==> src/rtl/satlc_ram.sv <==
// satlc_ram: generic simple dual-port ram, one write and one registered read port
// no dependencies
module satlc_ram #(
  parameter int unsigned WIDTH = 8,
  parameter int unsigned DEPTH = 64
) (
  input  logic                     clk,
  input  logic                     we,
  input  logic [$clog2(DEPTH)-1:0] waddr,
  input  logic [WIDTH-1:0]         wdata,
  input  logic                     re,
  input  logic [$clog2(DEPTH)-1:0] raddr,
  output logic [WIDTH-1:0]         rdata
);

  logic [WIDTH-1:0] mem [DEPTH];

  always_ff @(posedge clk) begin
    if (we) begin
      mem[waddr] <= wdata;
    end
    if (re) begin
      rdata <= mem[raddr];
    end
  end

endmodule

==> config.mk <==
export PLATFORM = sky130hd
export DESIGN_NAME = satlc_ram
export DESIGN_NICKNAME = d
export VERILOG_FILES = /design/src/rtl/satlc_ram.sv
export SDC_FILE = /design/constraint.sdc
export NUM_CORES = 1
export LEC_CHECK = 0
export BUFFER_PORTS_ARGS = -buffer_cell sky130_fd_sc_hd__buf_2
export CORE_UTILIZATION = 65
export DETAILED_ROUTE_END_ITERATION = 7
export PLACE_DENSITY = 0.82
export SLEW_MARGIN = 20
export SYNTH_ARGS = -nofsm -noshare
export SYNTH_HDL_FRONTEND = slang
export SYNTH_SLANG_ARGS = --single-unit
==> constraint.sdc <==
create_clock -name clk -period 7.1 [get_ports clk]
set_clock_uncertainty 0.1 [all_clocks]
set_input_delay 1.42 -clock clk [delete_from_list [all_inputs] [get_ports clk]]
set_output_delay 1.42 -clock clk [all_outputs]
set_load 0.02 [all_outputs]
Word level (Yosys, flattened, before mapping)
Memory sizes are Yosys's and may differ from the RTL's. A register that Yosys moved wholly into a read port is not among the register bits.
Index checks and enable logic that the tools add are counted.

operators by class
  mux-type cells = 2

operators by type and width
  operator           number
  two-way mux 1 bit  2

word-level totals
  register bits after elaboration = 0
  bits in writable memories = 512
  output and inout bits = 8
  logic and storage cells = 3
  memories = 1

memory list
  name  depth  width  rd ports  clocked after memory_dff  write ports  RTL line  source
  mem   64     8      1         1                         1            16        logic [WIDTH-1:0] mem [DEPTH];

Logic depth before layout (Yosys ltp)
Gate-level depths: netlist of run 1.

  depth in word-level cells = 2
  mapped depth = 9
  depth with buffers taken out = 5

Worst setup path before layout of run 1
No wires, ideal clock.

  path type = input to register
  start = input port raddr[1]
  end = register rdata[3], read port of mem, data pin
  library setup time = 0.266 ns
  arrival time = 2.960 ns
  data required time = 6.734 ns
  setup slack = 3.774 ns
  stages on the path = 7
  path buffers = 3
  cell sequence = buf_4 buf_2 buf_2 mux4_2 mux4_2 o21ai_1 o41ai_1

RTL lines
  what                RTL line  source
  start: declaration  12        input logic [$clog2(DEPTH)-1:0] raddr,
  end: declaration    13        output logic [WIDTH-1:0] rdata

==> results of run 1 <==
cell families (layout without fill, tap and decap cells):
logic type	after synthesis	count (layout)	share of synthesized area
AOI/OAI and AO/OA	54	54	0.0206
DFF	520	520	0.771
and+or+nand+nor	153	153	0.0337
muxes	162	162	0.159
other	0	2	0
buffers and inverters	51	128	0.0156
final timing paths:
check                  startpoint                  to  slack [ns]  cells after the start
min reg2reg  mem[18][2]$_DFFE_PP_  rdata[2]$_DFFE_PP_        0.81                      4
min          mem[18][2]$_DFFE_PP_  rdata[2]$_DFFE_PP_        0.81                      4
max reg2reg  mem[20][4]$_DFFE_PP_  rdata[4]$_DFFE_PP_        4.76                      5
max                      raddr[1]  rdata[4]$_DFFE_PP_        3.04                      7
area by class of cell:
class | instances | area, um2
sequential | 520 | 15600
fill | 1686 | 8460
multi-input combinational | 369 | 4320
clock buffer | 60 | 1270
tap | 396 | 495
timing repair buffer | 39 | 246
clock inverter | 29 | 188
antenna | 2 | 5.00
worst register-to-register path, cell delays in order, from the launching register on:
cell and delay (ns):
edfxtp_1 0.38, mux4_2 0.49, mux2_2 0.29, o221a_2 0.29, nor3_1 0.37, o32ai_1 0.15
registers in the layout, indices dropped and copies added, names as in the netlist:
name and flops:
rdata 8, mem 512
per-stage QoR:
stage | cell area [um2] | worst slack [ns] | cells | power [mW]
after floorplan | 20200 | 3.77 | 940 | 3.66
after global placement | 20700 | 2.51 | 1324 | 3.77
after detailed placement | 20700 | 2.47 | 1324 | 3.78
after CTS | 22100 | 3.02 | 1413 | 6.14
after global routing | 22100 | 2.88 | 1413 | 6.27
final | 22100 | 3.04 | 1415 | 6.13
metal layers:
metal  track usage  routed length [um]  part of all wire  up-vias
met1         0.403               15900              0.36     5024
met4        0.0876                1410             0.032        2
met2         0.456               21300              0.49      721
met3        0.0614                5080              0.12      123
li1              -                   -                 -     4012
met5             0                  10           0.00023        -
power by group:
group | switching [mW] | leakage (nW) | internal (mW)
Sequential | 0.0103 | 4.69 | 3.40
Clock | 1.07 | 0.715 | 1.34
Combinational | 0.194 | 1.45 | 0.110
cell usage after synthesis, drive strengths merged, types with 2 or more instances:
library cell	number	area (um2)
edfxtp	520	15600
mux4	126	2840
nor2	83	312
buf	34	253
mux2i	23	230
nand2	19	71.3
clkbuf	17	63.8
nor2b	14	87.6
mux2	13	146
nand3	13	65.1
o221ai	8	70.1
o22ai	8	50.1
nand2b	7	43.8
nor3	7	35.0
a221oi	6	52.6
a211oi	4	30.0
o21ai	4	20.0
a21oi	3	15.0
a22oi	3	22.5
nand3b	3	22.5
o2111ai	3	26.3
o2bb2ai	3	26.3
a2111oi	2	17.5
nand4	2	12.5
nor4	2	12.5
o21a	2	15.0
o221a	2	22.5
o32ai	2	17.5
o41ai	2	17.5
==> impl_metrics.env, run 1 <==
export IMPL_status="finished, final reports clean"
export IMPL_fmax_ghz=0.247
export IMPL_postRouteAntennaNets=0
export IMPL_layout_drive_gt1_share=0.240
export IMPL_die_area_um2=31900
export IMPL_slowest_stage="buf_4"
export IMPL_mostFrequentLayoutCells="edfxtp_1 (520), mux4_2 (126), nor2_1 (83)"
export IMPL_finalHoldViolCount=0
export IMPL_hp_class="reg2reg"
export IMPL_rows=64
export IMPL_required_ns=7.28
export IMPL_dr_pass1_iters=6
export IMPL_slew_headroom=0.361
export IMPL_final_common_cell="edfxtp_1"
export IMPL_dieHeight_um=178
export IMPL_htreeDepth=2
export IMPL_ioPinCount=31
export IMPL_cts_tree="yes"
export IMPL_dp_hpwl_um=24400
export IMPL_synth_edf_count=520
export IMPL_period_minus_slack_ns=4.06
export IMPL_clk_latency_ns=0.56
export IMPL_crit_top_cell="buf_4"
export IMPL_powerDensity_nw_per_um2=277
export IMPL_ys_async_sr_fraction=0
export IMPL_port_buffers=30
export IMPL_wl_per_cell_um=30.9
export IMPL_hold_ws_ns=0.808
export IMPL_dieWidth_um=178
export IMPL_ctsLongestPathBuffers=3
export IMPL_rsz0062_at_grt="false"
export IMPL_syn_area_per_cell_um2=21.5
export IMPL_worst_pin_slew_ns=0.955
export IMPL_max_cap_violations=0
export IMPL_critPathMaxStageDelay_ns=0.65
export IMPL_wl_um=43700
export IMPL_synth_seq_area_share=0.771
export IMPL_ys_ff_latch=520
export IMPL_first_global_vias=9816
export IMPL_startpoint_type="primary input"
export IMPL_max_vdd_ir_drop_mv=0.200
export IMPL_cp_max_fo=52
export IMPL_synth_warnings=0
export IMPL_maxSlewViolCount=0
export IMPL_antenna_found_initial=2
export IMPL_cts_buffers=48
export IMPL_drc_errors=0
export IMPL_coreArea_um2=30600
export IMPL_clock_sinks=520
export IMPL_drt_iter0_markers=1681
export IMPL_grt_usage=0.286
export IMPL_synth_nets=963
export IMPL_fin_nets=1001
export IMPL_cts_resized=0
export IMPL_leakagePower_nw=6.85
export IMPL_cp_num_buf_inv=2
export IMPL_crit_type="in2reg"
export IMPL_syn2layout_area_growth_pct=9.31
export IMPL_via_per_inst=6.98
export IMPL_grt_overflow=0
export IMPL_period_share=0.571
export IMPL_fin_util=0.724
export IMPL_path_delay_family="buffers and inverters"
export IMPL_synthCells=940
export IMPL_place_congestion=0.831
export IMPL_critPathArrivalTime_ns=4.23
export IMPL_endpoint_kind="flop"
export IMPL_tns_ns=0
export IMPL_synthFlopType="edfxtp_1"
export IMPL_path_cells="buf_4 -> buf_4 -> nand2_1 -> a211oi_1 -> nor4_1 -> nor3_1 -> o32ai_1"
export IMPL_cts_hold_fix_buffers=0
export IMPL_post_cts_buffers=0
export IMPL_vias=9882
export IMPL_yosysUniqueCellTypes=39
export IMPL_start_util=0.662
export IMPL_setup_viol=0
export IMPL_grt_max_degree=81
export IMPL_grt_first_pass_wirelength_um=63900
export IMPL_syn_cell_area_um2=20200
export IMPL_path_clk_slew_ns=0.06
export IMPL_cts_root_buf="clkbuf_16"
Note: power is estimated with default switching activity, not from simulation.
==> inputs of run 2 (changes only) <==
ABC_AREA = 1   (was unset)
CORE_UTILIZATION = 57   (was 65)
PLACE_DENSITY = 0.76   (was 0.82)
clock period = 3.6 ns   (was 7.1 ns; I/O delays follow)
==> impl_metrics.env, run 2 <==
export IMPL_cts_tree="yes"
export IMPL_place_congestion=0.887
export IMPL_max_cap_violations=0
export IMPL_seq_power_share=0.544
export IMPL_postRouteAntennaNets=0
export IMPL_required_ns=3.94
export IMPL_syn_area_per_cell_um2=11.9
export IMPL_synthCells=1805
export IMPL_combinationalPowerShare=0.064
export IMPL_worst_pin_slew_ns=0.940
export IMPL_via_per_inst=6.08
export IMPL_synth_edf_count=520
export IMPL_synth_nets=1828
export IMPL_start_util=0.582
export IMPL_fmax_ghz=0.455
export IMPL_post_cts_buffers=0
export IMPL_syn2layout_area_growth_pct=10.3
export IMPL_wl_per_cell_um=22.3
export IMPL_clk_latency_ns=0.58
export IMPL_top_register="mem"
export IMPL_layout_drive_gt1_share=0.0999
export IMPL_slew_headroom=0.373
export IMPL_worst_r2r_cell_count=8
export IMPL_final_common_cell="nand2_1"
export IMPL_max_vdd_ir_drop_mv=0.343
export IMPL_dp_hpwl_um=31100
export IMPL_synthFlopType="edfxtp_1"
export IMPL_cts_root_buf="clkbuf_16"
export IMPL_endpoint_kind="flop"
export IMPL_first_global_vias=13800
export IMPL_antenna_found_initial=2
export IMPL_die_area_um2=38400
export IMPL_cts_buffers=50
export IMPL_setup_viol=0
export IMPL_drt_iter0_markers=1798
export IMPL_timing_final_ws_setup_ns=1.40
export IMPL_swShare=0.226
export IMPL_synth_largest_area_cell="edfxtp_1"
export IMPL_cts_hold_fix_buffers=0
export IMPL_ys_async_sr_fraction=0
export IMPL_synth_warnings=0
export IMPL_mostFrequentLayoutCells="nand2_1 (648), edfxtp_1 (520), nand3_1 (439)"
export IMPL_hp_class="in2reg"
export IMPL_drc_errors=0
export IMPL_synthTopCellsByArea="edfxtp_1 (73%), nand2_1 (11%), nand3_1 (10%), buf_6 (1.8%), nor2_1 (0.98%)"
export IMPL_power_share_clock=0.392
export IMPL_period_share=0.610
export IMPL_rsz0062_at_grt="false"
export IMPL_hold_ws_ns=0.330
export IMPL_maxSlewViolCount=0
export IMPL_grt_usage=0.280
export IMPL_status="finished, final reports clean"
export IMPL_cts_resized=0
export IMPL_yosysUniqueCellTypes=15
export IMPL_cp_max_fo=195
export IMPL_dr_pass1_iters=6
export IMPL_min_delay_start="wdata[6]"
export IMPL_ys_ff_latch=520
export IMPL_synth_common_cells="nand2_1 (648), edfxtp_1 (520), nand3_1 (439), nor2_1 (56), buf_2 (37)"
export IMPL_holdPathEnd="mem[44][6]$_DFFE_PP_"
export IMPL_switchingPower_mw=2.80
export IMPL_largest_reg_flops=512
export IMPL_leakagePower_nw=8.60
export IMPL_p_int_mw=9.57
export IMPL_critPathArrivalTime_ns=2.54
export IMPL_grt_max_degree=196
export IMPL_dieHeight_um=196
export IMPL_grt_overflow=0
export IMPL_reg_top3="mem x512, rdata x8"
export IMPL_tns_ns=0
export IMPL_rows=70
export IMPL_wl_um=52800
export IMPL_finalHoldViolCount=0
export IMPL_ctsLongestPathBuffers=3
export IMPL_crit_type="in2reg"
export IMPL_fin_nets=1887
export IMPL_port_buffers=30
export IMPL_startpoint_type="primary input"
export IMPL_whs_path_depth=1
export IMPL_synth_seq_area_share=0.729
export IMPL_synth_top_area_share=0.729
export IMPL_yosysMostFrequentCell="nand2_1"
export IMPL_dieWidth_um=196
export IMPL_period_minus_slack_ns=2.20
export IMPL_clock_sinks=520
export IMPL_grt_first_pass_wirelength_um=80400
export IMPL_powerDensity_nw_per_um2=524
export IMPL_path_clk_slew_ns=0.06
export IMPL_reg2reg_slack_ns=1.99
export IMPL_vias=14400
export IMPL_worstReg2RegStart="mem[51][7]$_DFFE_PP_"
export IMPL_rr_endpoint="rdata[7]$_DFFE_PP_"
export IMPL_coreArea_um2=36800
export IMPL_fin_util=0.642
export IMPL_pre_cts_slack_ns=0.892
export IMPL_ioPinCount=31
export IMPL_syn_cell_area_um2=21400
export IMPL_htreeDepth=2
==> run 2: changes by cell type after synthesis, moves of 8 or more <==
cell      change
o221ai_1      -8
mux2i_1      -23
o22ai_1       -8
buf_6        +31
mux2_2       -13
inv_1        +10
nand2_1     +629
nor2_1       -27
buf_2        +26
mux4_2      -126
nor2b_1      -14
nand3_1     +426
==> run 2: worst max-delay path by stage <==
stage,endpoint,slack (ns),start
finish,rdata[6]$_DFFE_PP_,1.40,raddr[0]
global route,rdata[6]$_DFFE_PP_,1.30,raddr[0]
CTS,rdata[3]$_DFFE_PP_,1.45,raddr[1]
detailed placement,rdata[7]$_DFFE_PP_,0.89,raddr[1]
global placement,rdata[6]$_DFFE_PP_,0.92,raddr[0]
floorplan,mem[48][0]$_DFFE_PP_,1.01,we
==> run 2: cell type report <==
class	instances	area, um2
antenna	1	2.50
clock buffer	61	1310
clock inverter	29	168
fill	2683	13200
inverter	12	52.6
multi-input combinational	1160	4950
sequential	520	15600
tap	468	586
timing repair buffer	120	937
==> run 2: kinds of logic after synthesis <==
| logic type | after synthesis | synth area share |
|---|---|---|
| simple gates | 1160 | 0.231 |
| flops | 520 | 0.729 |
| buf+inv | 125 | 0.0401 |
==> run 2: power groups by stage <==
stage,registers [mW],logic (mW),clock network [mW]
final,6.73,0.793,4.84
after global routing,6.73,0.857,5.09
after CTS,6.73,0.782,4.87
after detailed placement,6.86,0.777,0
after global placement,6.86,0.761,0
after floorplan,6.86,0.471,0
==> run 2: per-layer routing <==
| layer | vias up | global-route usage | wire length [um] | share of wire |
|---|---|---|---|---|
| li1 | 6466 | - | - | - |
| met1 | 6921 | 0.387 | 20200 | 0.38 |
| met2 | 867 | 0.447 | 25100 | 0.48 |
| met3 | 156 | 0.0468 | 5380 | 0.10 |
| met4 | 2 | 0.114 | 2150 | 0.041 |
| met5 | - | 0 | 13 | 0.00025 |
==> run 2: worst max-delay path, cell delays in order <==
cell	delay, ns
buf_6	0.11
buf_12	0.56
nand2_1	0.13
nand3_1	0.14
nand3_1	0.13
nand2_1	0.11
nand2_1	0.08
nand3_1	0.15
nand3_1	0.12
nand2_1	0.10
==> run 2: metrics by stage <==
step	power, mW	instances	cell area (um2)
2_1_floorplan	7.34	1805	21400
3_3_place_gp	7.62	2280	22100
3_5_place_dp	7.64	2280	22100
4_1_cts	12.4	2370	23600
5_1_grt	12.7	2371	23600
6_report	12.4	2371	23600
