<file path="config.mk">
export PLATFORM = sky130hd
export DESIGN_NAME = satlc_set_upd
export DESIGN_NICKNAME = d
export VERILOG_FILES = /design/src/rtl/satlc_pkg.sv /design/src/rtl/satlc_set_upd.sv
export SDC_FILE = /design/constraint.sdc
export NUM_CORES = 1
export LEC_CHECK = 0
export ABC_AREA = 1
export BUFFER_PORTS_ARGS = -buffer_cell sky130_fd_sc_hd__buf_4
export CAP_MARGIN = 40
export CORE_AREA = 2 2 245 247
export DETAILED_ROUTE_END_ITERATION = 8
export DIE_AREA = 0 0 247 249
export PLACE_DENSITY = 0.35
export RECOVER_POWER = 25
export SETUP_SLACK_MARGIN = 0.4
export SYNTH_ARGS = -nofsm -noshare
export SYNTH_HDL_FRONTEND = slang
export SYNTH_SLANG_ARGS = --single-unit
</file>
<file path="constraint.sdc">
create_clock -name vclk -period 1.9
set_input_delay 0.19 -clock vclk [all_inputs]
set_output_delay 0.19 -clock vclk [all_outputs]
set_load 0.1 [all_outputs]
</file>
<file path="src/rtl/satlc_pkg.sv">
// satlc_pkg: request codes, state encoding and status struct for the translation lookup cache
// no dependencies
package satlc_pkg;

  typedef logic [2:0] req_t;

  localparam req_t REQ_LOOKUP    = 3'd0;
  localparam req_t REQ_INSERT    = 3'd1;
  localparam req_t REQ_INV_GUEST = 3'd2;
  localparam req_t REQ_INV_HOST  = 3'd3;
  localparam req_t REQ_INV_ALL   = 3'd4;

  typedef enum logic [4:0] {
    ST_IDLE   = 5'b00001,
    ST_ACCESS = 5'b00010,
    ST_SCAN   = 5'b00100,
    ST_CLEAR  = 5'b01000,
    ST_RESP   = 5'b10000
  } state_t;

  typedef struct packed {
    logic hit;
    logic data_we;
  } upd_stat_t;

endpackage

</file>
<file path="src/rtl/satlc_set_upd.sv">
// satlc_set_upd: tag/handle compare and nru update for one set row
// depends on satlc_pkg
module satlc_set_upd #(
  parameter int unsigned NUM_WAYS = 4
) (
  input  satlc_pkg::req_t         op,
  input  logic [31:0]             guest_addr,
  input  logic [31:0]             host_addr,
  input  logic [NUM_WAYS*64-1:0]  data,
  input  logic [NUM_WAYS-1:0]     valid,
  input  logic [NUM_WAYS-1:0]     nru,
  output logic [NUM_WAYS*64-1:0]  data_next,
  output logic [NUM_WAYS-1:0]     valid_next,
  output logic [NUM_WAYS-1:0]     nru_next,
  output satlc_pkg::upd_stat_t    stat,
  output logic [31:0]             found
);

  logic [NUM_WAYS-1:0] tmatch;
  logic [NUM_WAYS-1:0] hmatch;
  logic [NUM_WAYS-1:0] hit_oh;
  logic [NUM_WAYS-1:0] free_oh;
  logic [NUM_WAYS-1:0] ins_oh;
  logic [NUM_WAYS-1:0] touch_oh;
  logic [NUM_WAYS-1:0] tch_cur;
  logic [NUM_WAYS-1:0] touched;
  logic [31:0]         hit_handle;

  always_comb begin
    for (int w = 0; w < NUM_WAYS; w++) begin
      tmatch[w] = valid[w] && (data[w*64 +: 32] == guest_addr);
      hmatch[w] = valid[w] && (data[w*64+32 +: 32] == host_addr);
    end
  end

  // lowest set bit isolation
  assign hit_oh  = tmatch & (~tmatch + NUM_WAYS'(1));
  assign free_oh = nru & (~nru + NUM_WAYS'(1));
  assign ins_oh  = (nru == '0) ? NUM_WAYS'(1) : free_oh;

  assign touch_oh = (op == satlc_pkg::REQ_INSERT) ? ins_oh : hit_oh;
  assign tch_cur  = nru & ~touch_oh;
  assign touched  = (tch_cur == '0) ? ~touch_oh : tch_cur;

  always_comb begin
    hit_handle = '0;
    for (int w = 0; w < NUM_WAYS; w++) begin
      hit_handle = hit_handle | (data[w*64+32 +: 32] & {32{hit_oh[w]}});
    end
  end

  always_comb begin
    data_next  = data;
    valid_next = valid;
    nru_next   = nru;
    stat       = '0;
    found      = '0;
    case (op)
      satlc_pkg::REQ_LOOKUP: begin
        stat.hit = |tmatch;
        found    = hit_handle;
        if (|tmatch) begin
          nru_next = touched;
        end
      end
      satlc_pkg::REQ_INSERT: begin
        stat.data_we = 1'b1;
        nru_next     = touched;
        for (int w = 0; w < NUM_WAYS; w++) begin
          if (ins_oh[w]) begin
            data_next[w*64 +: 32]    = guest_addr;
            data_next[w*64+32 +: 32] = host_addr;
            valid_next[w]            = 1'b1;
          end
        end
      end
      satlc_pkg::REQ_INV_GUEST: begin
        valid_next = valid & ~tmatch;
        nru_next   = nru | tmatch;
      end
      satlc_pkg::REQ_INV_HOST: begin
        valid_next = valid & ~hmatch;
        nru_next   = nru | hmatch;
      end
      default: begin
        stat = '0;
      end
    endcase
  end

endmodule

</file>
== After elaboration in Yosys (flattened, before gate mapping) ==
Cells that the tools add are included.

* Reductions and logical operators: 12
* Muxes and demuxes: 18
* Equality and inequality tests: 11
* Bitwise gates (word level): 18
* $add $sub $neg: 2

{| class="wikitable"
|+ Operators by type and width
! cell !! number
|-
| $eq A32 B32 Y1 || 8
|-
| $mux W256 || 1
|-
| $mux W64 || 4
|-
| $and A32 B32 Y32 || 4
|-
| $or A32 B32 Y32 || 3
|-
| $mux W32 || 1
|-
| $and A4 B4 Y4 || 5
|-
| $mux W4 || 4
|-
| $not A4 Y4 || 4
|-
| $pmux W4 S4 || 1
|-
| $pmux W4 S3 || 1
|-
| $add A4 B1 Y4 const B || 2
|-
| $logic_and A1 B1 Y1 || 8
|-
| $logic_not A4 Y1 || 2
|-
| $or A4 B4 Y4 || 2
|-
| $eq A3 B2 Y1 const B || 2
|-
| $mux W1 || 6
|-
| $reduce_or A4 Y1 || 1
|-
| $eq A3 B1 Y1 const B || 1
|-
| $logic_not A3 Y1 || 1
|}

* Output and inout port bits: 298
* Bits of input ports: 331
* Word-level logic and storage cells: 61
* Flip-flop bits (word level): 0

== Longest topological paths before layout ==
Gate-level depths: netlist of run 1.

* Depth after elaboration: 12
* Depth in mapped cells: 19

== Least setup slack after synthesis of run 1 ==
No wires, ideal clock.

* Path kind: input to output
* From: input op[1]
* To: output data_next[0]
* Slack: -2.870 ns
* Arrival time: 4.580 ns
* Required time: 1.710 ns
* Stages: 5
* Cells stage by stage: nor3_2 -> o21ai_0 -> clkbuf_1 -> clkbuf_1 -> o21ai_0

* Longest elaborated chain between the ends: 2

{| class="wikitable"
|+ Ends and longest elaborated chain
! element !! RTL line !! RTL
|-
| from (decl) || satlc_set_upd.sv:6 || <nowiki>input satlc_pkg::req_t op,</nowiki>
|-
| $eq A3 B1 Y1 || satlc_set_upd.sv:58 || <nowiki>case (op)</nowiki>
|-
| $mux W256 || satlc_set_upd.sv:58 ||
|-
| to (decl) || satlc_set_upd.sv:12 || <nowiki>output logic [NUM_WAYS*64-1:0] data_next,</nowiki>
|}

Every way passes these cells.

== Final worst setup path of run 1 ==
* From: input guest_addr[10]
* To: output found[23]

* Longest elaborated chain between the ends: 10

{| class="wikitable"
|+ Ends and longest elaborated chain
! element !! RTL line !! RTL
|-
| from (decl) || satlc_set_upd.sv:7 || <nowiki>input logic [31:0] guest_addr,</nowiki>
|-
| $eq A32 B32 Y1 || satlc_set_upd.sv:31 || <nowiki>tmatch[w] = valid[w] && (data[w*64 +: 32] == guest_addr);</nowiki>
|-
| $logic_and A1 B1 Y1 || satlc_set_upd.sv:31 ||
|-
| $not A4 Y4 || satlc_set_upd.sv:37 || <nowiki>assign hit_oh = tmatch & (~tmatch + NUM_WAYS'(1));</nowiki>
|-
| $add A4 B1 Y4 || satlc_set_upd.sv:37 ||
|-
| $and A4 B4 Y4 (*) || satlc_set_upd.sv:37 ||
|-
| $and A32 B32 Y32 || satlc_set_upd.sv:48 || <nowiki>hit_handle = hit_handle | (data[w*64+32 +: 32] & {32{hit_oh[w]}});</nowiki>
|-
| $or A32 B32 Y32 (2 in series) || satlc_set_upd.sv:48 ||
|-
| $or A32 B32 Y32 (*) || satlc_set_upd.sv:48 ||
|-
| $mux W32 (*) || satlc_set_upd.sv:58 ||
|-
| to (decl) || satlc_set_upd.sv:16 || <nowiki>output logic [31:0] found</nowiki>
|}

Every way passes the cells marked *; elsewhere a longest branch is shown, timed or not.

==> out/qor.log, run 1 <==
qor: critical_path.timing.critical_path.slowest_stage_cell xnor2_1
qor: logic_synthesis.synth_top_cells_by_area nand2_1 31%, o21ai_0 18%, inv_1 7.8%
qor: logic_synthesis.synth_seq_area_share 0%
qor: die.die_extent_in_y 249 um
qor: placed_design.detailedPlacementHpwl 85.06 mm
qor: critical_path.timing.critical_path.arrival 2.37 ns
qor: timing.setup_viol 288
qor: critical_path.crit_top_cell buf_12
qor: detailed_routing.firstDrtPassIters 5
qor: outcome.failed_checks setup timing
qor: die.start_util 14.14%
qor: logic_synthesis.yosysWarningCount 0
qor: global_route.grt_use_total 31.14%
qor: detailed_routing.highest_metal_layer_with_signal_wires met5
qor: final_layout.areaGrowthSynthToFinish 251.7%
qor: critical_path.critical_path.startpoint_type input port
qor: final_layout.num-nets-final 3301
qor: critical_path.worstSetupEndpointType output pin
qor: timing.max_slew_margin 55.60%
qor: logic_synthesis.post_synth_inst_count 1790
qor: final_layout.clock_buffers 0
qor: detailed_routing.detail_route.vias_per_cell 4.791
qor: timing.layout_setup_ws -0.6597 ns
qor: critical_path.worstPathMaxFanout 5
qor: placed_design.placed_area 19850 um2
qor: detailed_routing.remaining_drc_errors 0
qor: outcome.result_of_the_run complete, but fails checks
qor: power_and_ir_drop.static-leakage-power 13.53 nW
qor: global_route.wire_length_of_the_first_global_routing_pass 137.0 mm
qor: critical_path.crit_path_start guest_addr[10]
qor: detailed_routing.drt-wirelength-per-cell 28.53 um
qor: placed_design.place_congestion 1.002
qor: timing.clock.fmax 390.7 MHz
qor: final_layout.layout.filler_cells 5630
qor: die.design.portCount 629
qor: hold_path.startpoint_of_the_most_critical_hold_path data[66]
qor: final_layout.regArea 0 um2
qor: logic_synthesis.syn-cell-area 8295 um2
qor: detailed_routing.detail_route.wirelength 106.9 mm
qor: final_layout.n_sequential_cell 0
qor: timing.timing.setup.tns -49.09 ns
qor: global_route.first_global_vias 17990
qor: timing.timing_max_transition_violations_final 0
qor: logic_synthesis.synth_area_per_cell 4.634 um2
qor: critical_path.worstPathCellList buf_4 > xnor2_1 > buf_4 > nand2_1 > nor2_1 > nand3_1 > nor2_4 > buf_12 > nor2_4 > buf_6 > nand3_4 > inv_8 > buf_12 > buf_16 > buf_12 > nand2_8 > a21oi_4 > buf_12
qor: final_layout.post_route_cells_drive_above_1_share 67.59%
qor: global_route.grt_max_degree 63
qor: detailed_routing.routed-wl-met3 6.410 mm
qor: detailed_routing.final_antenna_net_count 0
qor: detailed_routing.route.met2.wl 55.55 mm
qor: critical_path.slowest_delay 0.17 ns
qor: power_and_ir_drop.fin_total_pwr 9.176 mW
qor: final_layout.post-route-cell-area 29180 um2
qor: logic_synthesis.yosysTopAreaCell nand2_1
qor: die.dieWidth 247 um
qor: global_route.grt_overflow 0
qor: detailed_routing.wl_met1 39.25 mm
qor: run.total_of_max_cap_violations 0
qor: global_route.initial_antenna_violation_count 10
qor: timing.rsz0062_at_grt yes
qor: critical_path.worst_path_dominant_cell_family buffers and inverters
qor: die.design.core.area 58690 um2
qor: hold_path.min_delay_worst_endpoint data_next[66]
qor: logic_synthesis.synth_top_area_share 31.45%
qor: power_and_ir_drop.ir_drop 0.0002945 V
qor: detailed_routing.initialDrtViolationCount 952
qor: critical_path.criticalPathCategory in2out
qor: die.floorplan.die_area 61500 um2
qor: power_and_ir_drop.powerDensity 314.5 nW/um2
qor: logic_synthesis.syn_nets 2121
qor: timing.max_slew.worst_pin.slew 0.6638 ns
qor: critical_path.cp.buffers_inverters 9
qor: detailed_routing.vias 17940
qor: hold_path.holdCritPathClass in2out
qor: timing.final_min_period_over_clock_period 134.7%
qor: logic_synthesis.number_of_distinct_library_cells_after_synthesis 46
qor: placed_design.port_buffers 629
qor: die.std_cell_rows 89
qor: timing.hold_viol_final 0
qor: hold_path.worstHoldPathCells 4
qor: critical_path.critical_path_required 1.71 ns
qor: timing.finalCriticalPeriod 2.560 ns
## kinds of logic after synthesis
logic type | count (synthesis) | synth area share (%)
compound gates | 444 | 29.74
xor+xnor | 68 | 7.179
simple gates | 987 | 49.11
buf+inv | 291 | 13.97
## cell usage after synthesis (2+ instances only)
cell type,number
a221oi_2,9
nand3_2,3
nand2_2,3
a221oi_1,2
nand4_1,44
nor2_1,129
o21bai_1,2
nor2_2,3
and3_1,2
o21ai_0,305
o211ai_1,2
and2_1,2
nor3_1,26
xor2_1,33
buf_2,12
clkbuf_1,64
o21ai_1,6
a21oi_1,54
nor3b_1,5
inv_2,28
buf_6,5
o22ai_1,40
xnor2_1,35
or2_2,12
buf_4,3
nand3b_1,4
nand2_1,695
a22o_1,4
inv_1,173
nand3_1,45
nor4_1,7
o2111ai_1,8
a21boi_0,2
clkinv_1,5
a41oi_1,6
or2_1,2
## routing by layer
| layer | track usage, % | vias up |
|---|---|---|
| met5 | 0 | - |
| met4 | 9.380 | 12 |
| met3 | 4.837 | 211 |
| met2 | 60.29 | 788 |
| met1 | 34.09 | 8661 |
| li1 | - | 8270 |
## placed cells by master, fill, tap and decap left out, drive strengths merged, types with 14 or more instances in the layout
cell type	instances
xor2	33
nor3	27
buf	1242
nor2	134
or2	14
clkbuf	20
o21ai	311
nand3	48
a21oi	54
o22ai	40
inv	199
nand2	699
xnor2	35
nand4	44
## final cells by class
cell class                      count  area, um2  share of cell area (%)
Timing Repair Buffer             1262      15240                   52.23
Inverter                          207      927.1                   3.178
Multi-Input combinational cell   1499      12040                   41.25
Tap cell                          773      967.2                   3.315
Antenna cell                        4      10.01                 0.03431
## repair_timing
action | 4_1_cts | 5_1_grt
pin swaps | 99 | 111
hold endpoints to repair | 0 | 0
buffers inserted | 49 | 26
gates resized for setup | 721 | 1073
endpoints found under the setup margin | 298 | 297
cloned | 17 | 27
hold buffers | 0 | 0
## power breakdown
group / switching, mW / internal, mW
sequential: 0 / 0
combinational: 5.67 / 3.50
clock: 0 / 0.000000283
total: 5.67 / 3.50
## through the flow
step | setup WS (ns) | util, % | hold slack [ns] | std cells
finish | -0.6597 | 49.72 | 0.7648 | 3745
global route | -0.7324 | 49.71 | 0.7843 | 3742
CTS | -0.6030 | 40.25 | 0.7672 | 3688
detailed placement | -1.046 | 33.82 | 0.8353 | 3622
global placement | -1.106 | 33.82 | 0.8390 | 3622
floorplan | -1.077 | - | 0.5000 | 1790
## worst max path at each step
stage	slack [ns]	end	cells past startpoint
floorplan	-1.08	data_next[196]	5
global placement	-1.11	found[16]	16
detailed placement	-1.05	found[16]	13
CTS	-0.60	found[10]	20
global route	-0.73	nru_next[2]	21
finish	-0.66	found[23]	18
Note: power is estimated with default switching activity, not from simulation.
==> inputs of run 2 (changes only) <==
PLACE_DENSITY = unset   (was 0.35)
==> run 2 against run 1 <==
- the flow still finishes with violations (setup timing)
- via count is 0.54% higher
- highest routed layer unchanged
- largest power group unchanged
- die area stayed put
- critical path depth is 1 lower
- non-clock buffer count is 14 lower
- global-route usage is 0.47 points lower
- first-iteration DRC count is 0.63% higher
- wire length is 4.2% lower
- count of clock-buffer cells in the layout stayed put
==> out/qor.log, run 2 (same netlist as run 1, synthesis figures left out) <==
qor: outcome.result_of_the_run complete, but fails checks
qor: outcome.failed_checks setup timing
qor: critical_path.slowest_delay 0.25 ns [+0.08 ns]
qor: die.floorplan.die_area 61500 um2 [unchanged]
qor: detailed_routing.firstDrtPassIters 7 [+2]
qor: timing.max_slew.worst_pin.slew 0.6164 ns [-0.04743 ns]
qor: power_and_ir_drop.power_frac_comb 100.0% [about the same]
qor: global_route.wire_length_of_the_first_global_routing_pass 134.0 mm [-2.2%]
qor: timing.final_min_period_over_clock_period 131.5% [-3.2 points]
qor: power_and_ir_drop.static-leakage-power 12.61 nW [-6.8%]
qor: timing.layout_setup_ws -0.5980 ns [+0.06174 ns]
qor: global_route.grt_use_total 30.67% [-0.47 points]
qor: detailed_routing.detail_route.vias_per_cell 4.826 [+0.72%]
qor: timing.finalCriticalPeriod 2.498 ns [-0.06174 ns]
qor: hold_path.min_delay_worst_endpoint data_next[194]
qor: timing.max_slew_margin 58.77% [+3.2 points]
qor: final_layout.areaGrowthSynthToFinish 217.5%
qor: global_route.first_global_vias 18150 [+0.89%]
qor: power_and_ir_drop.ir_drop 0.0002785 V [-5.4%]
qor: timing.timing_max_transition_violations_final 0 [unchanged]
qor: critical_path.timing.critical_path.arrival 2.31 ns [-0.06 ns]
qor: timing.hold_viol_final 0 [unchanged]
qor: power_and_ir_drop.p_int 2.989 mW [-15%]
qor: final_layout.n_sequential_cell 0 [unchanged]
qor: die.design.portCount 629 [unchanged]
qor: placed_design.placed_area 20280 um2 [+2.2%]
qor: detailed_routing.vias 18040 [+0.54%]
qor: clock_network.cts_hold_buffers 0 [unchanged]
qor: critical_path.worstPathMaxFanout 5 [unchanged]
qor: final_layout.clock_buffers 0 [unchanged]
qor: detailed_routing.drt-wirelength-per-cell 27.38 um [-4.1%]
qor: power_and_ir_drop.powerDensity 320.6 nW/um2 [+1.9%]
qor: timing.setup_viol 278 [-3.5%]
qor: critical_path.critical_path_required 1.71 ns [about the same]
qor: critical_path.timing.critical_path.slowest_stage_cell buf_6
qor: critical_path.critical_path.startpoint_type input port
qor: critical_path.worstPathCellList buf_8 > inv_2 > nand2_2 > nand4_1 > nor3_2 > buf_4 > nand3_2 > inv_2 > nand2_4 > inv_4 > nand3_4 > inv_8 > buf_12 > buf_16 > nand2_4 > a41oi_2 > buf_6
qor: global_route.grt_max_degree 26 [-59%]
qor: timing.rsz0062_at_grt yes
qor: detailed_routing.remaining_drc_errors 0 [unchanged]
qor: run.total_of_max_cap_violations 0 [unchanged]
qor: final_layout.post-route-cell-area 26340 um2 [-9.7%]
qor: placed_design.place_congestion 1.050 [+4.8%]
qor: global_route.grt_overflow 0 [unchanged]
qor: hold_path.holdCritPathClass in2out
qor: final_layout.regArea 0 um2 [unchanged]
qor: detailed_routing.final_antenna_net_count 0 [unchanged]
qor: power_and_ir_drop.p_clk_share 0% [unchanged]
qor: placed_design.dp_slack -0.9030 ns [+0.1431 ns]
qor: placed_design.port_buffers 629 [unchanged]
qor: die.design.core.area 58690 um2 [unchanged]
qor: timing.clock.fmax 400.3 MHz [+2.5%]
qor: die.dieWidth 247 um [unchanged]
qor: global_route.initial_antenna_violation_count 14 [+4]
qor: detailed_routing.initialDrtViolationCount 958 [+0.63%]
qor: critical_path.worstSetupEndpointType output pin
qor: placed_design.detailedPlacementHpwl 83.55 mm [-1.8%]
qor: power_and_ir_drop.power.sequential.fraction 0% [unchanged]
qor: power_and_ir_drop.power.switching 5.456 mW [-3.8%]
qor: die.die_extent_in_y 249 um [unchanged]
qor: power_and_ir_drop.switching_share 64.61% [+2.8 points]
qor: hold_path.startpoint_of_the_most_critical_hold_path data[194]
qor: hold_path.worstHoldPathCells 4 [unchanged]
qor: die.std_cell_rows 89 [unchanged]
qor: final_layout.layout_common_cells 883 x buf_4, 544 x nand2_1, 223 x buf_12
qor: final_layout.layout.cells.most_common buf_4
qor: detailed_routing.detail_route.wirelength 102.3 mm [-4.2%]
qor: critical_path.criticalPathCategory in2out
qor: final_layout.post_route_cells_drive_above_1_share 64.76% [-2.8 points]
qor: die.start_util 14.14% [unchanged]
qor: final_layout.num-nets-final 3287 [-0.42%]
## run 2: cell types whose count changed in the layout (fill, tap and decap cells not counted), moves of 13 or more
| cell | before | now |
|---|---|---|
| buf_4 | 750 | 883 |
| buf_12 | 341 | 223 |
| nand2_1 | 429 | 544 |
| nand2_2 | 206 | 117 |
| o21ai_2 | 12 | 82 |
| o21ai_4 | 253 | 185 |
| nand2_4 | 62 | 37 |
| buf_16 | 27 | 14 |
## run 2: worst max-delay path by stage
stage	start	endpoint	slack (ns)	cells after the start
final	guest_addr[30]	found[14]	-0.60	17
after floorplan	op[1]	data_next[196]	-1.08	5
after CTS	data[69]	nru_next[3]	-0.61	19
after global placement	guest_addr[16]	found[4]	-0.89	18
after global routing	guest_addr[22]	nru_next[1]	-0.69	21
after detailed placement	guest_addr[16]	found[4]	-0.90	18
## run 2: per-layer routing
layer | part of all wire, % | vias up | GRT usage (%)
met2 | 51 | 1005 | 57.37
met3 | 6.1 | 318 | 3.749
met4 | 8.4 | 4 | 19.23
met5 | 0.029 | - | 0
li1 | - | 8228 | -
met1 | 35 | 8483 | 32.06
## run 2: power groups by stage
stage / clock network, mW / logic (mW) / registers [mW]
2_1_floorplan: 0 / 4.16 / 0
3_3_place_gp: 0 / 7.19 / 0
3_5_place_dp: 0 / 7.18 / 0
4_1_cts: 0 / 7.82 / 0
5_1_grt: 0.000000636 / 8.69 / 0
6_report: 0.000000780 / 8.44 / 0
## run 2: through the flow
stage	TNS (ns)	utilization [%]	hold WS [ns]	power, mW	cells
finish	-47.28	44.88	0.7679	8.444	3738
global placement	-48.61	34.55	0.8129	7.188	3643
global route	-66.87	44.87	0.7841	8.688	3736
floorplan	-250.09	-	0.5000	4.163	1790
detailed placement	-47.22	34.55	0.8126	7.178	3643
CTS	-50.17	40.14	0.7968	7.822	3702
## run 2: cell type report
| class | count | area (um2) |
|---|---|---|
| Fill cell | 5906 | 32350 |
| Tap cell | 773 | 967.2 |
| Multi-Input combinational cell | 1499 | 11260 |
| Antenna cell | 11 | 27.53 |
| Inverter | 207 | 898.4 |
| Timing Repair Buffer | 1248 | 13190 |
## run 2: worst max-delay path, delay by kind of cell
kind	cells	cell delay, ns
AO/OA/AOI/OAI	1	0.18
AND/OR/NAND/NOR	7	0.84
buffers and inverters	9	1.07
## run 2: timing repair
action,in CTS,in global routing
pin swaps,102,133
setup buffers,46,18
cloned,13,7
setup endpoints to repair,297,298
gates resized for setup,635,555
==> inputs of run 3 (changes only) <==
==> constraint.sdc (replaced) <==
create_clock -name vclk -period 1.9
set_input_delay 0.38 -clock vclk [all_inputs]
set_output_delay 0.38 -clock vclk [all_outputs]
set_load 0.1 [all_outputs]
==> run 3 against run 2 <==
- the flow still finishes with violations (setup timing)
- die area unchanged
- power is 8.9% higher
- maximum frequency is 16% lower
- utilization up 5.8 points
- largest cell class unchanged
==> out/qor.log, run 3 (same netlist as run 1, synthesis figures left out) <==
qor: global_route.global_route.peak_usage_layer met2
qor: power_and_ir_drop.p_clk_share 0% [unchanged]
qor: detailed_routing.drt-wirelength-per-cell 28.70 um [+4.8%]
qor: power_and_ir_drop.static-leakage-power 13.73 nW [+8.9%]
qor: final_layout.regArea 0 um2 [unchanged]
qor: final_layout.post-route-cell-area 29730 um2 [+13%]
qor: global_route.grt_max_degree 33 [+27%]
qor: timing.rsz0062_at_grt yes
qor: placed_design.place_congestion 1.051 [+0.13%]
qor: placed_design.port_buffers 629 [unchanged]
qor: power_and_ir_drop.switching_share 61.58% [-3.0 points]
qor: final_layout.layout_common_cells 747 x buf_4, 414 x nand2_1, 362 x buf_12
qor: global_route.grt_util_met2 57.12% [-0.26 points]
qor: die.start_util 14.14% [unchanged]
qor: run.total_of_max_cap_violations 0 [unchanged]
qor: critical_path.worstPathCellList buf_4 > inv_4 > buf_6 > o21ai_1 > nor2_1 > nand2_1 > nor2_1 > nand2_1 > nor2_1 > nand2_2 > buf_6 > buf_6 > nand3_4 > nand2_4 > nand2_4 > and3_4 > nand2_2 > a21oi_2 > buf_8
qor: timing.finalHoldWorstSlack 1.146 ns [+0.3777 ns]
qor: die.design.core.area 58690 um2 [unchanged]
qor: global_route.wire_length_of_the_first_global_routing_pass 135.8 mm [+1.4%]
qor: global_route.first_global_vias 18460 [+1.7%]
qor: critical_path.crit_path_start guest_addr[16]
qor: final_layout.layout.filler_cells 5352 [-9.4%]
qor: die.design.portCount 629 [unchanged]
qor: power_and_ir_drop.p_int 3.534 mW [+18%]
qor: final_layout.final_core_util 50.67% [+5.8 points]
qor: final_layout.num-nets-final 3339 [+1.6%]
qor: critical_path.worstSetupEndpointType output pin
qor: timing.final_min_period_over_clock_period 157.1% [+26 points]
qor: hold_path.startpoint_of_the_most_critical_hold_path data[22]
qor: critical_path.timing.critical_path.slowest_stage_cell buf_8
qor: power_and_ir_drop.power_frac_comb 100.0% [about the same]
qor: detailed_routing.firstDrtPassIters 5 [-2]
qor: die.floorplan.die_area 61500 um2 [unchanged]
qor: critical_path.cp.buffers_inverters 6 [-3]
qor: detailed_routing.detail_route.wirelength 108.8 mm [+6.3%]
qor: timing.timing_max_transition_violations_final 0 [unchanged]
qor: critical_path.timing.critical_path.arrival 2.61 ns [+0.30 ns]
qor: global_route.initial_antenna_violation_count 15 [+1]
qor: global_route.groute.layer.met3.usage 3.803% [+0.054 points]
qor: power_and_ir_drop.ir_drop 0.0002590 V [-7.0%]
qor: timing.max_slew.worst_pin.slew 0.6089 ns [-0.007492 ns]
qor: final_layout.layout.cells.most_common buf_4
qor: detailed_routing.vias 18760 [+4.0%]
qor: timing.hold_viol_final 0 [unchanged]
qor: die.std_cell_rows 89 [unchanged]
qor: clock_network.cts_hold_buffers 0 [unchanged]
qor: critical_path.criticalPathCategory in2out
qor: timing.clock.fmax 335.0 MHz [-16%]
qor: detailed_routing.initialDrtViolationCount 1259 [+31%]
qor: timing.layout_setup_ws -1.086 ns [-0.4875 ns]
qor: critical_path.worst_path_dominant_cell_family simple AND/OR/NAND/NOR gates
qor: die.dieWidth 247 um [unchanged]
qor: timing.setup_viol 297 [+6.8%]
qor: global_route.gr-usage-met1 32.52% [+0.46 points]
qor: detailed_routing.final_antenna_net_count 0 [unchanged]
qor: final_layout.post_route_cells_drive_above_1_share 68.53% [+3.8 points]
qor: hold_path.worstHoldPathCells 4 [unchanged]
qor: critical_path.critical_path.startpoint_type input port
qor: global_route.grt_use_total 30.92% [+0.25 points]
qor: outcome.failed_checks setup timing
qor: power_and_ir_drop.power.switching 5.665 mW [+3.8%]
qor: outcome.result_of_the_run complete, but fails checks
qor: detailed_routing.detail_route.vias_per_cell 4.948 [+2.5%]
qor: critical_path.slowest_delay 0.22 ns [-0.03 ns]
qor: power_and_ir_drop.powerDensity 309.4 nW/um2 [-3.5%]
qor: timing.finalCriticalPeriod 2.986 ns [+0.4875 ns]
qor: final_layout.areaGrowthSynthToFinish 258.4%
qor: power_and_ir_drop.power.sequential.fraction 0% [unchanged]
qor: placed_design.detailedPlacementHpwl 83.00 mm [-0.66%]
qor: die.die_extent_in_y 249 um [unchanged]
qor: global_route.grt_overflow 0 [unchanged]
qor: hold_path.min_delay_worst_endpoint data_next[22]
qor: critical_path.critical_path_required 1.52 ns [-0.19 ns]
qor: hold_path.holdCritPathClass in2out
qor: placed_design.placed_area 20350 um2 [+0.37%]
qor: critical_path.worstPathMaxFanout 5 [unchanged]
qor: detailed_routing.remaining_drc_errors 0 [unchanged]
qor: final_layout.clock_buffers 0 [unchanged]
qor: timing.max_slew_margin 59.27% [+0.50 points]
qor: final_layout.n_sequential_cell 0 [unchanged]
-- run 3: per-stage QoR --
stage | setup slack [ns] | cells | setup TNS [ns] | total power, mW
2_1_floorplan | -1.457 | 1790 | -362.95 | 4.163
3_3_place_gp | -1.382 | 3658 | -173.46 | 7.205
3_5_place_dp | -1.378 | 3658 | -176.38 | 7.190
4_1_cts | -1.054 | 3725 | -174.38 | 7.807
5_1_grt | -1.184 | 3788 | -213.09 | 9.442
6_report | -1.086 | 3791 | -199.96 | 9.199
-- run 3: cell type report --
type	count	area (um2)	area share, %
timing repair buffer	1297	15870	53.36
antenna	12	30.03	0.1010
tap	773	967.2	3.253
multi-input combinational	1502	12000	40.34
inverter	207	875.8	2.946
-- run 3: per-layer routing --
| layer | part of all wire, % | routed length (um) |
|---|---|---|
| met5 | 0.012 | 13 |
| met4 | 8.9 | 9669 |
| met3 | 7.1 | 7763 |
| met2 | 50 | 54780 |
| met1 | 34 | 36560 |
-- run 3: timing repair --
action	4_1_cts	5_1_grt
endpoints found under the setup margin	298	298
gates resized for setup	617	1179
setup buffers	43	33
pin swaps	67	111
gates cloned	24	21
-- run 3: worst max path at each step --
stage	to	slack [ns]	cells past startpoint
2_1_floorplan	data_next[196]	-1.46	5
3_3_place_gp	found[0]	-1.38	15
3_5_place_dp	found[0]	-1.38	15
4_1_cts	nru_next[3]	-1.05	19
5_1_grt	nru_next[3]	-1.18	19
6_report	nru_next[3]	-1.09	19
-- run 3: worst min-delay path, stage by stage --
cell	delay, ns
buf_4	0.09
nand2_2	0.06
o21ai_4	0.06
buf_12	0.17
-- run 3: power groups by stage --
stage          combinational, mW   clock (mW)  sequential [mW]
2_1_floorplan               4.16            0                0
3_3_place_gp                7.21            0                0
3_5_place_dp                7.19            0                0
4_1_cts                     7.81            0                0
5_1_grt                     9.44  0.000000635                0
6_report                    9.20  0.000000848                0
